$ cat src/rtl/s5scan_pkg.sv
`timescale 1ns / 1ps

package s5scan_pkg;

	// Parsing steps. The order matters: every step from PH_AVAL upward
	// comes after the first value tag.
	typedef enum logic [3:0] {
		PH_SEARCH   = 4'd0,
		PH_AFTERSIG = 4'd1,
		PH_PKGLEN   = 4'd2,
		PH_TAG      = 4'd3,
		PH_AVAL     = 4'd4,
		PH_ATAG2    = 4'd5,
		PH_BVAL     = 4'd6,
		PH_DONE     = 4'd7,
		PH_ZTAG2    = 4'd8
	} phase_t;

	localparam logic [23:0] SIG_HEAD     = 24'h5F5335; // "_S5"
	localparam logic [7:0]  SIG_TAIL     = 8'h5F;      // "_"
	localparam logic [7:0]  OP_PACKAGE   = 8'h12;
	localparam int unsigned LEN_FLAG_BIT = 6;
	localparam logic [7:0]  TAG_BYTE     = 8'h0A;
	localparam logic [7:0]  TAG_ZERO     = 8'h00;
	localparam logic [1:0]  COUNT_FULL   = 2'd2;

	typedef struct packed {
		logic [23:0] recent;
		phase_t      phase;
		logic [1:0]  count;
		logic [15:0] val_a;
		logic [15:0] val_b;
		logic        ok;
	} scan_state_t;

	localparam scan_state_t STATE_RESET = '{
		recent: 24'd0,
		phase:  PH_SEARCH,
		count:  2'd0,
		val_a:  16'd0,
		val_b:  16'd0,
		ok:     1'b0
	};

	function automatic logic [15:0] shift_value(input logic [7:0] b);
		return {b[5:0], 10'd0};
	endfunction

endpackage

$ cat src/rtl/s5scan_step.sv
`timescale 1ns / 1ps

module s5scan_step
	import s5scan_pkg::*;
(
	input  scan_state_t cur,
	input  logic [7:0]  aml_byte,
	output scan_state_t nxt
);

	always_comb begin
		nxt = cur;

		// Count bytes that follow the first value tag, saturating at two.
		if (cur.phase >= PH_AVAL && cur.count < COUNT_FULL) begin
			nxt.count = cur.count + 2'd1;
			if (cur.count == 2'd1) begin
				nxt.ok = 1'b1;
			end
		end

		case (cur.phase)
			PH_SEARCH: begin
				if (cur.recent == SIG_HEAD && aml_byte == SIG_TAIL) begin
					nxt.phase = PH_AFTERSIG;
				end
				nxt.recent = {cur.recent[15:0], aml_byte};
			end
			PH_AFTERSIG: begin
				if (aml_byte == OP_PACKAGE || aml_byte[LEN_FLAG_BIT]) begin
					nxt.phase = PH_PKGLEN;
				end else begin
					nxt.phase = PH_TAG;
				end
			end
			PH_PKGLEN: begin
				if (!aml_byte[LEN_FLAG_BIT]) begin
					nxt.phase = PH_TAG;
				end
			end
			PH_TAG: begin
				nxt.val_a = 16'd0;
				nxt.val_b = 16'd0;
				if (aml_byte == TAG_BYTE) begin
					nxt.phase = PH_AVAL;
				end else if (aml_byte == TAG_ZERO) begin
					nxt.phase = PH_ZTAG2;
				end else begin
					nxt.phase = PH_DONE;
				end
			end
			PH_AVAL: begin
				nxt.val_a = shift_value(aml_byte);
				nxt.val_b = shift_value(aml_byte);
				nxt.phase = PH_ATAG2;
			end
			PH_ATAG2, PH_ZTAG2: begin
				nxt.val_b = cur.val_a;
				nxt.phase = (aml_byte == TAG_BYTE) ? PH_BVAL : PH_DONE;
			end
			PH_BVAL: begin
				nxt.val_b = shift_value(aml_byte);
				nxt.phase = PH_DONE;
			end
			default: begin
			end
		endcase
	end

endmodule

$ cat src/rtl/aml_s5_sleep_type_scan_core.sv
`timescale 1ns / 1ps
// Channel  Direction  Signals                        Contents
// s_axis   in         s_tvalid s_tready s_tdata      tdata[7:0] aml_byte, tlast last_byte
//                     s_tlast
// m_axis   out        m_tvalid m_tready m_tdata      tdata[15:0] sleep_type_a,
//                     m_tuser                        tdata[31:16] sleep_type_b, tuser found
//
// A new byte may be accepted every cycle while the input is not stalled.
// The scan state updates in the accepting cycle and the result of a stream
// is registered in the output stage when its last byte is accepted.
// The input stalls only while a result waits in the output stage and
// m_tready is low. Reset clears the scan state and empties the output stage.

module aml_s5_sleep_type_scan_core
	import s5scan_pkg::*;
(
	input  logic        clk,
	input  logic        arst_n,
	input  logic        s_tvalid,
	output logic        s_tready,
	input  logic [7:0]  s_tdata,   // [7:0] aml_byte
	input  logic        s_tlast,
	output logic        m_tvalid,
	input  logic        m_tready,
	output logic [31:0] m_tdata,   // [15:0] sleep_type_a, [31:16] sleep_type_b
	output logic        m_tuser    // [0] found
);

	scan_state_t state_q;
	scan_state_t state_nxt;
	logic        in_fire;

	assign s_tready = !m_tvalid || m_tready;
	assign in_fire  = s_tvalid && s_tready;

	s5scan_step u_step (
		.cur      (state_q),
		.aml_byte (s_tdata),
		.nxt      (state_nxt)
	);

	always_ff @(posedge clk or negedge arst_n) begin
		if (!arst_n) begin
			state_q <= STATE_RESET;
		end else if (in_fire) begin
			// Every stream starts from a clean scan state.
			state_q <= s_tlast ? STATE_RESET : state_nxt;
		end
	end

	always_ff @(posedge clk or negedge arst_n) begin
		if (!arst_n) begin
			m_tvalid <= 1'b0;
		end else if (in_fire && s_tlast) begin
			m_tvalid <= 1'b1;
		end else if (m_tready) begin
			m_tvalid <= 1'b0;
		end
	end

	always_ff @(posedge clk) begin
		if (in_fire && s_tlast) begin
			m_tuser <= state_nxt.ok;
			m_tdata <= state_nxt.ok ? {state_nxt.val_b, state_nxt.val_a} : 32'd0;
		end
	end

	a_fail_zero: assert property (@(posedge clk) disable iff (!arst_n)
		m_tvalid && !m_tuser |-> m_tdata == 32'd0)
		else $error("failed lookup carries nonzero sleep types");

	a_last_clears: assert property (@(posedge clk) disable iff (!arst_n)
		in_fire && s_tlast |=> state_q.phase == PH_SEARCH && state_q.count == 2'd0
			&& !state_q.ok)
		else $error("scan state not cleared after last item");

	a_ok_count: assert property (@(posedge clk) disable iff (!arst_n)
		state_q.ok == (state_q.count == COUNT_FULL))
		else $error("decoded flag out of step with byte count");

	a_count_phase: assert property (@(posedge clk) disable iff (!arst_n)
		state_q.count != 2'd0 |-> state_q.phase >= PH_ATAG2)
		else $error("bytes counted before first value tag");

	a_found_vals: assert property (@(posedge clk) disable iff (!arst_n)
		m_tvalid && m_tuser |-> m_tdata[9:0] == 10'd0 && m_tdata[25:16] == 10'd0)
		else $error("sleep type has low bits set");

endmodule

$ cat config.mk
export PLATFORM = sky130hd
export DESIGN_NAME = aml_s5_sleep_type_scan_core
export DESIGN_NICKNAME = d
export VERILOG_FILES = /design/src/rtl/s5scan_pkg.sv /design/src/rtl/s5scan_step.sv /design/src/rtl/aml_s5_sleep_type_scan_core.sv
export SDC_FILE = /design/constraint.sdc
export NUM_CORES = 1
export LEC_CHECK = 0
export ABC_AREA = 1
export BUFFER_PORTS_ARGS = -buffer_cell sky130_fd_sc_hd__buf_4
export CAP_MARGIN = 5
export CORE_MARGIN = 1.5
export CORE_UTILIZATION = 52
export DETAILED_ROUTE_END_ITERATION = 12
export PLACE_DENSITY_LB_ADDON = 0.15
export SYNTH_ARGS = -nofsm -noshare
export SYNTH_HDL_FRONTEND = slang
export SYNTH_SLANG_ARGS = --single-unit
$ cat constraint.sdc
create_clock -name clk -period 2.7 [get_ports clk]
set_input_delay 0 -clock clk [delete_from_list [all_inputs] [get_ports clk]]
set_output_delay 0 -clock clk [all_outputs]
set_load 0.02 [all_outputs]
== Word-level counts from Yosys, hierarchy flattened ==
Index checks and enable logic that the tools add are counted.
Operators by class
  add/sub/neg operators: 1
  multipliers: 0
  div/mod/pow operators: 0
  $lt $le $gt $ge: 2
  equality and inequality tests: 14
  shift-type cells: 0
  muxes and demuxes: 16
  bitwise gates (word level): 0
  reduce and logical (&&, ||, !) cells: 18
Operator list (count)
  $mux W63: 1
  $pmux W16 S3: 1
  $pmux W16 S2: 1
  $pmux W4 S7: 1
  $eq A24 B23 Y1 const B: 1
  $mux W24: 1
  $mux W4: 4
  $eq A4 B3 Y1 const B: 3
  $eq A4 B2 Y1 const B: 2
  $eq A8 B4 Y1 const B: 1
  $eq A8 B5 Y1 const B: 1
  $eq A8 B7 Y1 const B: 1
  $logic_not A8 Y1: 1
  $reduce_bool A8 Y1: 1
  $mux W1: 6
  $reduce_bool A2 Y1: 3
  $eq A4 B1 Y1 const B: 1
  $eq A4 B4 Y1 const B: 1
  $ge A4 B3 Y1 const B: 1
  $logic_and A1 B1 Y1: 4
  $logic_not A4 Y1: 1
  $reduce_and A2 Y1: 2
  $reduce_and A4 Y1: 1
  $reduce_or A2 Y1: 2
  other kinds (8): 9
Storage, ports and cells
  register bits: 97
  bits in latches: 0
  bits in writable memories: 0
  ROM bits: 0
  bits of input ports: 13
  logic and storage cells: 60
  memories: 0

== Logic depth before layout (Yosys ltp) ==
Gate-level depths: netlist of the first run.
  depth in word-level cells: 5
  depth in mapped cells: 12

== Hierarchy ==
Synthesis of the first run repeated with hierarchy kept, for this count alone.
Second synthesis, totals
  cell total of the unflattened synthesis: 745
  area total of the unflattened synthesis: 5517.8 µm²
By module, submodules not included
  aml_s5_sleep_type_scan_core: instances 1, cells an instance 514, area each 4316.6 µm², sequential area each 2592.5 µm²
  s5scan_step: instances 1, cells an instance 231, area each 1201.2 µm², sequential area each 0.0 µm²

== Worst setup path before layout of the first run ==
No wires, ideal clock.
  path kind: flip-flop to flip-flop
  start point: register m_tvalid
  end point: register state_q[33] (netlist bit)
  setup time: 126 ps
  data arrival time: 2657 ps
  required time: 2574 ps
  slack: -82 ps
  cell stages (with the launch flop): 7
  cells stage by stage: dfrtp_1 > a21boi_1 > inv_2 > nor2_1 > inv_1 > nand3_1 > o31ai_1
On the way
  cells in the longest elaborated chain, start to end: 4
Ends and longest elaborated chain
  start: declaration: RTL line aml_s5_sleep_type_scan_core.sv:23  | output logic m_tvalid,
  start signal: assignment: RTL line aml_s5_sleep_type_scan_core.sv:53  | m_tvalid <= 1'b0;
  start signal: assignment: RTL line aml_s5_sleep_type_scan_core.sv:55  | m_tvalid <= 1'b1;
  start signal: assignment: RTL line aml_s5_sleep_type_scan_core.sv:57  | m_tvalid <= 1'b0;
  $logic_not A1 Y1: RTL line aml_s5_sleep_type_scan_core.sv:33  | assign s_tready = !m_tvalid || m_tready;
  $logic_or A1 B1 Y1: RTL line aml_s5_sleep_type_scan_core.sv:33
  $logic_and A1 B1 Y1: RTL line aml_s5_sleep_type_scan_core.sv:34  | assign in_fire = s_tvalid && s_tready;
  $reduce_and A2 Y1 (no source line)
  end signal: assignment: RTL line aml_s5_sleep_type_scan_core.sv:47  | state_q <= s_tlast ? STATE_RESET : state_nxt;
  end: declaration: RTL line aml_s5_sleep_type_scan_core.sv:29  | scan_state_t state_q;
Every way passes these cells.
A chain may end at the register's enable or synchronous reset.

== Worst setup path in the final report of the first run ==
  start point: register state_q[38] (netlist bit)
  end point: register m_tdata[17], data pin
On the way
  cells in the longest elaborated chain, start to end: 3
Ends and longest elaborated chain
  $ge A4 B3 Y1, or another cell as far along: RTL line s5scan_step.sv:15  | if (cur.phase >= PH_AVAL && cur.count < COUNT_FULL) begin
  $logic_and A1 B1 Y1, or another cell as far along: RTL line s5scan_step.sv:15
  $mux W1 or $pmux W16 S3 (tied branches): RTL line s5scan_step.sv:15, s5scan_step.sv:22
  end signal: assignment: RTL line aml_s5_sleep_type_scan_core.sv:64  | m_tdata <= state_nxt.ok ? {state_nxt.val_b, state_nxt.val_a} : 32'd0;
  end: declaration: RTL line aml_s5_sleep_type_scan_core.sv:25  | output logic [31:0] m_tdata,
Parallel ways exist; a longest one is shown, timed or not.

==> results of run 1 <==
[per-stage QoR]
step	setup slack, ns	utilization (%)	instance area [µm²]	hold slack (ns)	instances
floorplan	0.5289	-	4349	-0.2956	468
global placement	0.7507	59.05	4827	0.1479	612
detailed placement	0.6481	59.05	4827	0.1494	612
CTS	0.6419	62.63	5120	0.006035	638
global route	0.4656	62.63	5120	0.02240	638
finish	0.6197	62.63	5120	0.01541	638
[worst max-delay path: stages, from the launching register on]
cell	delay, ns
dfrtp_1	0.46
nor2_2	0.28
nand3_1	0.16
nand2_2	0.34
inv_2	0.20
nand2_8	0.18
o21ai_2	0.07
and2_1	0.14
[flip-flops by register name, indices dropped and copies added, names as in the netlist]
register,count
m_tdata,32
m_tvalid,1
state_q,63
m_tuser,1
[where the power goes]
group / switching (W) / internal, W
sequential: 0.000111 / 0.00168
clock: 0.000504 / 0.000427
combinational: 0.000639 / 0.000300
[final timing paths]
| check | endpoint | slack [ns] | cells past startpoint |
|---|---|---|---|
| worst max register to register | m_tdata[17] | 0.62 | 7 |
| worst min register to register | state_q[11] | 0.49 | 2 |
| worst min-delay path | state_q[41] | 0.02 | 3 |
| min in group asynchronous | m_tvalid | 0.25 | 2 |
| max in group asynchronous | state_q[27] | 1.90 | 2 |
| worst max-delay path | m_tdata[17] | 0.62 | 7 |
[routing by layer]
metal / up-vias / wire length [µm] / GRT usage (%)
met3: 10 / 415 / 3.623
met1: 1584 / 4337 / 32.04
met5: - / 0 / 0
met2: 96 / 4325 / 36.27
met4: 0 / 135 / 8.582
li1: 1640 / - / -
[kinds of logic after synthesis]
kind of cell	Yosys count	synth area share (%)
AO/OA/AOI/OAI	80	11.74
adder cells (fa/ha/maj)	1	0.2878
buffers and inverters	91	8.146
flip-flops	97	59.64
AND/OR/NAND/NOR	199	20.18
[what timing repair did]
item	in CTS	in global routing
hold endpoints to repair	75	0
hold buffers	10	0
setup buffers	0	0
[synth_stat cells]
cell type and n:
a21oi_1 14, nand2_2 4, o21ai_0 2, nand2_1 95, clkbuf_1 3, buf_2 7, o211ai_1 1, and2_1 10
nor2_2 3, inv_2 6, nor2_8 1, edfxtp_1 33, nor3_1 18, a21boi_1 1, clkinv_1 1, inv_1 71
ha_1 1, buf_4 1, o32ai_1 1, buf_1 2, o21ai_2 10, a21oi_2 2, nand4_1 2, nand2_8 1
nor2_4 1, nand3_1 16, o22ai_1 34, o21ai_1 13, nor2_1 48, dfrtp_1 64, a21oi_4 1, o31ai_1 1
[layout make-up]
class | count | area, µm² | area share, %
clock buffer | 9 | 123.9 | 2.419
clock inverter | 7 | 68.82 | 1.344
inverter | 78 | 292.8 | 5.718
multi-input combinational | 280 | 1408 | 27.49
sequential | 97 | 2592 | 50.64
tap | 105 | 131.4 | 2.566
timing repair buffer | 62 | 503.0 | 9.824
==> results.py, run 1 <==
metrics = {
    "status": {
        "outcome": "finished, final reports clean",
    },
    "global_route": {
        "grt_pass1_vias": 3200,
        "grt_overflow": 0,
        "track_usage_pct": 22.93,
        "grt_max_degree": 65,
        "grt_pass1_wl_um": 15360,
        "antenna_found_initial": 0,
    },
    "synthesis": {
        "synth_top_area_cell": "dfrtp_1",
        "ys_warn_count": 0,
        "syn_nets": 482,
        "seq_area_frac_synth_pct": 59.64,
        "synth_seq_cells": 97,
        "synthTopCellsByArea": "dfrtp_1, edfxtp_1, nand2_1",
        "yosysTopAreaCellShare_pct": 36.85,
        "syn_inst": 468,
        "syn_avg_cell_area_um2": 9.288,
        "ys_types": 32,
        "syn_area_um2": 4347,
    },
    "setup_path": {
        "cp.arrival_ns": 2.21,
        "crit_fanout": 18,
        "setup.worst_path.end_class": "register",
        "crit_path_start_kind": "register",
        "worst-setup-path-type": "reg -> reg",
        "r2r_start": "state_q[38]",
        "setup.worst_path.start": "state_q[38]",
        "cp.required_ns": 2.83,
    },
    "sta": {
        "min_period_ns": 2.080,
        "hold_viol_final": 0,
        "rsz0062_at_grt": "no",
        "relSlewSlack_pct": 45.30,
        "max_freq_mhz": 480.7,
        "finalMaxSlewViolations": 0,
        "fin_crit_sh_pct": 77.05,
        "skew_ns": 0.008587,
        "worst_pin_slew_ns": 0.8205,
        "setup_viol": 0,
        "fin_tns_setup_ns": 0,
    },
    "clock_tree": {
        "root_buffer": "clkbuf_8",
        "clk_pin_slew_ns": 0.09,
        "clockBufferDepth": 2,
        "clock-sinks": 97,
        "htree_levels": 3,
        "cts_tree": "built",
        "post_cts_resized": 0,
        "insertion_delay_ns": 0.36,
        "cts_made_buffers": 9,
    },
    "routing": {
        "routed_wl_um": 9213,
        "drtPass1Iterations": 5,
        "routedWlPerCell_um": 14.44,
        "drtAntennaViolNets": 0,
        "route.detailed.drc": 0,
        "vias": 3330,
        "vias_per_cell": 5.219,
        "drt_first_iter_violations": 190,
    },
    "pwr": {
        "p_leak_nw": 2.255,
        "p_total_w": 0.003664,
        "ir_worst_vdd_uv": 385.4,
        "power.density_nw_per_um2": 715.6,
    },
    "hold_path": {
        "min_path_type": "in -> reg",
        "hp-start": "s_tdata[2]",
    },
    "die": {
        "die_w_um": 94.43,
        "coreArea_um2": 8175,
        "io_pins": 48,
        "die_y_um": 94.43,
        "row_count": 33,
        "start_util_pct": 53.17,
        "die_area_um2": 8916,
    },
    "finish": {
        "area_delta_synth_final_pct": 17.79,
        "diodes": 0,
        "fillCellCount": 697,
        "final_net_count": 542,
        "final_common_cell": "nand2_1",
        "drive_gt1_share_pct": 18.20,
        "layout.cells.most_common_list": "nand2_1, inv_1, dfrtp_1, buf_4, nor2_1",
    },
    "job": {
        "cap_violations": 0,
    },
    "placed_design": {
        "port_buffers": 47,
        "gp_congestion": 0.8924,
        "hpwl_um": 6042,
    },
}
Note: power is estimated with default switching activity, not from simulation.
==> run 2: changes to the inputs <==
--- a/config.mk
+++ b/config.mk
@@ -5,11 +5,11 @@
 export SDC_FILE = /design/constraint.sdc
 export NUM_CORES = 1
 export LEC_CHECK = 0
-export ABC_AREA = 1
+export ABC_AREA = 0
 export BUFFER_PORTS_ARGS = -buffer_cell sky130_fd_sc_hd__buf_4
 export CAP_MARGIN = 5
 export CORE_MARGIN = 1.5
-export CORE_UTILIZATION = 52
+export CORE_UTILIZATION = 55
 export DETAILED_ROUTE_END_ITERATION = 12
 export PLACE_DENSITY_LB_ADDON = 0.15
 export SYNTH_ARGS = -nofsm -noshare
==> constraint.sdc (replaced) <==
create_clock -name clk -period 2.1 [get_ports clk]
set_input_delay 0 -clock clk [delete_from_list [all_inputs] [get_ports clk]]
set_output_delay 0 -clock clk [all_outputs]
set_load 0.02 [all_outputs]
==> run 2 against run 1 <==
First-iteration DRC count increased by 58%. Maximum frequency increased by 5.4%. Global-route usage increased by 0.074 points. Wire length decreased by 7.6%. Worst setup slack got worse by 0.49 ns. Combinational power increased by 31%. Sequential share of layout area increased by 1.5 points. Worst hold slack improved by 0.23 ns. Area after synthesis decreased by 5.0%.
==> results.py, run 2 <==
metrics = {
    "pwr": {
        "power.density_nw_per_um2": 969.7,
        "p_total_w": 0.004824,
        "p_int_w": 0.003237,
        "p_leak_nw": 2.100,
        "p_clk_share_pct": 26.1,
        "p_comb_share_pct": 25.6,
        "power_switching_w": 0.001587,
        "ir_worst_vdd_uv": 540.3,
        "p_sw_share_pct": 32.90,
        "pwr-share-seq_pct": 48.4,
    },
    "synthesis": {
        "yosysTopAreaCellShare_pct": 38.80,
        "syn_area_um2": 4128,
        "ys_warn_count": 0,
        "synth_edf_count": 33,
        "synth_top_family_by_area": "compound AO/OA/AOI/OAI gates",
        "yosys.area_share.simple_pct": 14.43,
        "seq_area_frac_synth_pct": 62.81,
        "synthTopCellsByArea": "dfrtp_1, edfxtp_1, a22o_1",
        "synthXorXnorAreaFrac_pct": 0.2122,
        "yosysMostFrequentCell": "dfrtp_1",
        "yosys-mux-area-fraction_pct": 1.334,
        "yosys.area_share.adder_pct": 0.3031,
        "syn_nets": 347,
        "synth_async_sr_flop_share_pct": 65.98,
        "synth_common_cells": "dfrtp_1, a22o_1, nor2_1",
        "ys.flop_type": "dfrtp_1",
        "synth_compound_area_share_pct": 18.10,
        "syn_inst": 333,
        "ys_types": 52,
        "synth_top_area_cell": "dfrtp_1",
        "synth_seq_cells": 97,
        "syn_avg_cell_area_um2": 12.40,
    },
    "setup_path": {
        "slowest_delay_ns": 0.53,
        "critPathTopFamily": "simple AND/OR/NAND/NOR gates",
        "path_cells": "inv_1, a211oi_1, or4_1, nand3_2, mux2_1",
        "cp_num_buf_inv": 1,
        "crit_fanout": 11,
        "cp.arrival_ns": 2.22,
        "worst-setup-path-type": "reg -> reg",
        "cp.required_ns": 2.34,
        "setup.worst_path.end_class": "register",
        "crit_path_start_kind": "register",
        "cpMaxStageDelayCell": "or4_1",
    },
    "routing": {
        "routedWlPerCell_um": 16.89,
        "routed_wl_um": 8513,
        "drtPass1Iterations": 7,
        "route.detailed.drc": 0,
        "vias_per_cell": 5.927,
        "drtAntennaViolNets": 0,
        "vias": 2987,
        "drt_first_iter_violations": 300,
    },
    "global_route": {
        "grt_max_degree": 65,
        "grt_overflow": 0,
        "antenna_found_initial": 0,
        "grt_pass1_wl_um": 13840,
        "grt_pass1_vias": 2771,
        "track_usage_pct": 23.00,
    },
    "die": {
        "row_count": 31,
        "die_y_um": 89.63,
        "die_w_um": 89.63,
        "io_pins": 48,
        "coreArea_um2": 7253,
        "start_util_pct": 56.91,
        "die_area_um2": 8034,
    },
    "finish": {
        "layout.cells.most_common_list": "buf_4, dfrtp_1, a22o_1, nor2_1, edfxtp_1",
        "top_register": "state_q",
        "largest_reg_flops": 63,
        "fillCellCount": 545,
        "final_common_cell": "buf_4",
        "diodes": 0,
        "final_net_count": 414,
        "largestRegisters": "state_q: 63 flops, m_tdata: 32 flops",
        "drive_gt1_share_pct": 22.96,
        "design_area_um2": 4975,
        "area_delta_synth_final_pct": 20.52,
    },
    "placed_design": {
        "gp_congestion": 0.7991,
        "placed_area_um2": 4649,
        "hpwl_um": 5592,
        "preCtsSetupSlack_ns": 0.1075,
        "port_buffers": 47,
    },
    "sta": {
        "hold_viol_final": 0,
        "relSlewSlack_pct": 46.84,
        "max_freq_mhz": 506.5,
        "skew_ns": 0.01449,
        "fin_tns_setup_ns": 0,
        "finalMaxSlewViolations": 0,
        "fin_crit_sh_pct": 94.02,
        "rsz0062_at_grt": "no",
        "worst_pin_slew_ns": 0.7974,
        "setup_viol": 0,
        "min_period_ns": 1.975,
        "final.setup.worst_slack_ns": 0.1255,
    },
    "clock_tree": {
        "clock-sinks": 97,
        "insertion_delay_ns": 0.36,
        "cts_tree": "built",
        "clockBufferDepth": 2,
        "htree_levels": 3,
        "clk_pin_slew_ns": 0.09,
        "cts_made_buffers": 9,
        "root_buffer": "clkbuf_8",
        "cts_setup_buffers": 0,
    },
    "job": {
        "cap_violations": 0,
    },
    "hold_path": {
        "min_path_type": "in -> reg",
    },
    "status": {
        "outcome": "finished, final reports clean",
    },
}
-- run 2: repair_timing --
item	CTS	global route
endpoints found under the hold margin	82	0
hold buffers	11	0
gates resized for setup	0	3
endpoints found under the setup margin	0	11
-- run 2: tightest hold or removal path, delay by kind of cell --
kind | cells | cell delay [ns]
buf+inv | 1 | 0.08
compound gates | 1 | 0.06
simple gates | 2 | 0.43
-- run 2: power by group through the flow --
stage | sequential (W) | clock [W] | combinational [W]
2_1_floorplan | 0.00232 | 0 | 0.000840
3_3_place_gp | 0.00236 | 0 | 0.00117
3_5_place_dp | 0.00236 | 0 | 0.00120
4_1_cts | 0.00233 | 0.00128 | 0.00122
5_1_grt | 0.00236 | 0.00135 | 0.00134
6_report | 0.00233 | 0.00126 | 0.00123
-- run 2: per-layer routing --
layer  up-vias  share of wire, %  wire, µm  track usage [%]
met2       105                46      3919            34.33
met4         0               1.2        99            6.713
li1       1394                 -         -                -
met1      1479                48      4069            34.94
met5         -                 0         0                0
met3         9               5.0       424            3.931
-- run 2: worst paths after layout --
kind | startpoint | endpoint | slack (ns) | cells past startpoint
min in group asynchronous | arst_n | state_q[62] | 0.26 | 2
worst max-delay path | state_q[37] | state_q[37] | 0.13 | 5
max in group asynchronous | arst_n | state_q[35] | 1.27 | 2
worst max register to register | state_q[37] | state_q[37] | 0.13 | 5
worst min-delay path | s_tvalid | state_q[0] | 0.25 | 4
worst min register to register | state_q[12] | state_q[12] | 0.49 | 2
-- run 2: kinds of logic after synthesis --
family                     count (synthesis)
DFF                                       97
xor gates and xnor gates                   1
adders and majority gates                  1
buffers and inverters                     25
AOI/OAI and AO/OA                         95
and+or+nand+nor                          109
muxes                                      5
-- run 2: area by class of cell --
class	count	area, µm²	share of cell area [%]
clock inverters	7	86.33	1.735
clock buffers	9	123.9	2.490
repair buffers	76	598.1	12.02
multi-input cells	211	1430	28.75
inverters	5	18.77	0.3773
well taps	99	123.9	2.490
flip-flops and latches	97	2594	52.14
-- run 2: stage by stage --
step                      util [%]  hold slack [ns]  instances
after floorplan                  -          -0.2956        333
after global placement       64.10           0.1361        477
after detailed placement     64.10           0.1353        477
after CTS                    68.52           0.2451        504
after global routing         68.59           0.2793        504
final                        68.59           0.2459        504
==> run 3: changes to the inputs <==
--- a/config.mk
+++ b/config.mk
@@ -8,9 +8,11 @@
 export ABC_AREA = 0
 export BUFFER_PORTS_ARGS = -buffer_cell sky130_fd_sc_hd__buf_4
 export CAP_MARGIN = 5
+export CORE_ASPECT_RATIO = 1.5
 export CORE_MARGIN = 1.5
 export CORE_UTILIZATION = 55
 export DETAILED_ROUTE_END_ITERATION = 12
+export MAX_ROUTING_LAYER = met4
 export PLACE_DENSITY_LB_ADDON = 0.15
 export SYNTH_ARGS = -nofsm -noshare
 export SYNTH_HDL_FRONTEND = slang
==> run 3 against run 2 <==
Worst setup slack improved by 0.018 ns. First-iteration DRC count is 12% lower. Die area is 0.14% higher. Register-to-register slack better by 0.02 ns. Sequential share of layout area is essentially flat. Maximum frequency up 0.95%. Design area hardly changed. Critical endpoint is now state_q[35]. Largest power group unchanged. Highest routed layer unchanged.
==> results.py, run 3 (synthesis gave the netlist of run 2 again) <==
metrics = {
    "finish": {
        "final_net_count": 412,
        "top_register": "state_q",
        "final_common_cell": "dfrtp_1",
        "drive_gt1_share_pct": 22.08,
        "layout.cells.most_common_list": "dfrtp_1, buf_4, a22o_1, nor2_1, edfxtp_1",
        "largest_reg_flops": 63,
        "area_delta_synth_final_pct": 20.49,
        "largestRegisters": "state_q: 63 flops, m_tdata: 32 flops",
        "finish.utilization_pct": 68.37,
        "fillCellCount": 552,
        "diodes": 0,
    },
    "pwr": {
        "p_leak_nw": 2.091,
        "power.density_nw_per_um2": 949.3,
        "ir_worst_vdd_uv": 632.3,
    },
    "setup_path": {
        "crit_cells": 6,
        "worstReg2RegEnd": "state_q[35]",
        "slowest_delay_ns": 0.52,
        "cp-endpoint": "state_q[35]",
        "crit_path_start_kind": "register",
        "setup.worst_path.start": "state_q[35]",
        "crit_fanout": 10,
        "r2r_start": "state_q[35]",
        "worst-setup-path-type": "reg -> reg",
        "critPathTopFamily": "simple AND/OR/NAND/NOR gates",
        "cp.required_ns": 2.35,
        "cp.arrival_ns": 2.20,
        "setup.worst_path.end_class": "register",
        "reg2regPathDepth": 6,
        "cp_num_buf_inv": 1,
        "path_cells": "buf_4, nor2_1, o2bb2ai_1, or4_1, nand3_2, mux2_2",
        "regToRegSetupSlack_ns": 0.14,
        "cpMaxStageDelayCell": "dfrtp_1",
    },
    "clock_tree": {
        "cts_made_buffers": 9,
        "cts_tree": "built",
        "cts_setup_buffers": 0,
        "insertion_delay_ns": 0.36,
        "clock-sinks": 97,
        "root_buffer": "clkbuf_8",
        "clk_pin_slew_ns": 0.09,
        "clockBufferDepth": 2,
        "htree_levels": 3,
    },
    "routing": {
        "drt_first_iter_violations": 264,
        "drtPass1Iterations": 6,
        "routed_wl_um": 8166,
        "vias": 2889,
        "routedWlPerCell_um": 16.23,
        "vias_per_cell": 5.744,
        "route.detailed.drc": 0,
        "drtAntennaViolNets": 0,
    },
    "sta": {
        "rsz0062_at_grt": "no",
        "relSlewSlack_pct": 46.54,
        "min_period_ns": 1.956,
        "skew_ns": 0.009055,
        "max_freq_mhz": 511.2,
        "worst_pin_slew_ns": 0.8019,
        "fin_crit_sh_pct": 93.14,
        "final.setup.worst_slack_ns": 0.1440,
        "setup_viol": 0,
        "hold_viol_final": 0,
        "finalMaxSlewViolations": 0,
        "fin_tns_setup_ns": 0,
    },
    "die": {
        "row_count": 38,
        "die_y_um": 109.1,
        "io_pins": 48,
        "coreArea_um2": 7274,
        "start_util_pct": 56.74,
        "die_area_um2": 8044,
        "die_w_um": 73.74,
    },
    "global_route": {
        "antenna_found_initial": 0,
        "grt_pass1_vias": 2689,
        "track_usage_pct": 22.98,
        "grt_pass1_wl_um": 13370,
        "grt_overflow": 0,
        "grt_max_degree": 65,
    },
    "hold_path": {
        "min_path_type": "in -> reg",
    },
    "job": {
        "cap_violations": 0,
    },
    "placed_design": {
        "preCtsSetupSlack_ns": 0.1533,
        "port_buffers": 47,
        "gp_congestion": 0.9161,
        "hpwl_um": 5656,
    },
    "status": {
        "outcome": "finished, final reports clean",
    },
}
[run 3: worst min path at each step]
| stage | cells past startpoint | slack [ns] | from | end |
|---|---|---|---|---|
| 6_report | 4 | 0.17 | s_tvalid | state_q[7] |
| 5_1_grt | 4 | 0.21 | s_tvalid | state_q[7] |
| 4_1_cts | 4 | 0.17 | s_tvalid | state_q[7] |
| 3_3_place_gp | 1 | 0.13 | arst_n | state_q[38] |
| 2_1_floorplan | 0 | -0.30 | arst_n | m_tvalid |
| 3_5_place_dp | 1 | 0.14 | arst_n | state_q[35] |
[run 3: power by group]
group / leakage (nW) / internal [W] / switching, W
Combinational: 0.800 / 0.000497 / 0.000681
Sequential: 1.19 / 0.00215 / 0.000196
Clock: 0.105 / 0.000562 / 0.000637
[run 3: what timing repair did]
item                                    4_1_cts  5_1_grt
endpoints found under the hold margin        82        0
gates resized for setup                       0        1
endpoints found under the setup margin        0        1
hold buffers                                 11        0
[run 3: worst register-to-register path, cell delays in order, from the launching register on]
cell and delay [ns]:
dfrtp_1 0.52, buf_4 0.21, nor2_1 0.07, o2bb2ai_1 0.13
or4_1 0.42, nand3_2 0.15, mux2_2 0.34
[run 3: metal layers]
layer	track usage [%]	share of wire, %	vias to the layer above
met4	8.333	0.80	0
met1	29.67	44	1411
li1	-	-	1382
met5	-	0	-
met2	35.52	51	92
met3	5.360	4.4	4
[run 3: cell type report]
class	instances	area, µm²	area share [%]
well taps	100	125.1	2.516
flip-flops and latches	97	2594	52.15
multi-input cells	211	1426	28.68
clock buffers	9	123.9	2.491
inverters	5	18.77	0.3774
clock inverters	7	77.57	1.560
repair buffers	74	608.1	12.23
[run 3: metrics by stage]
stage	power [W]	instances	hold WS (ns)	area, µm²
final	0.004721	503	0.1741	4974
after global routing	0.004983	503	0.2137	4974
after CTS	0.004742	503	0.1690	4972
after detailed placement	0.003535	476	0.1357	4661
after global placement	0.003495	476	0.1338	4661
after floorplan	0.003162	333	-0.2956	4135
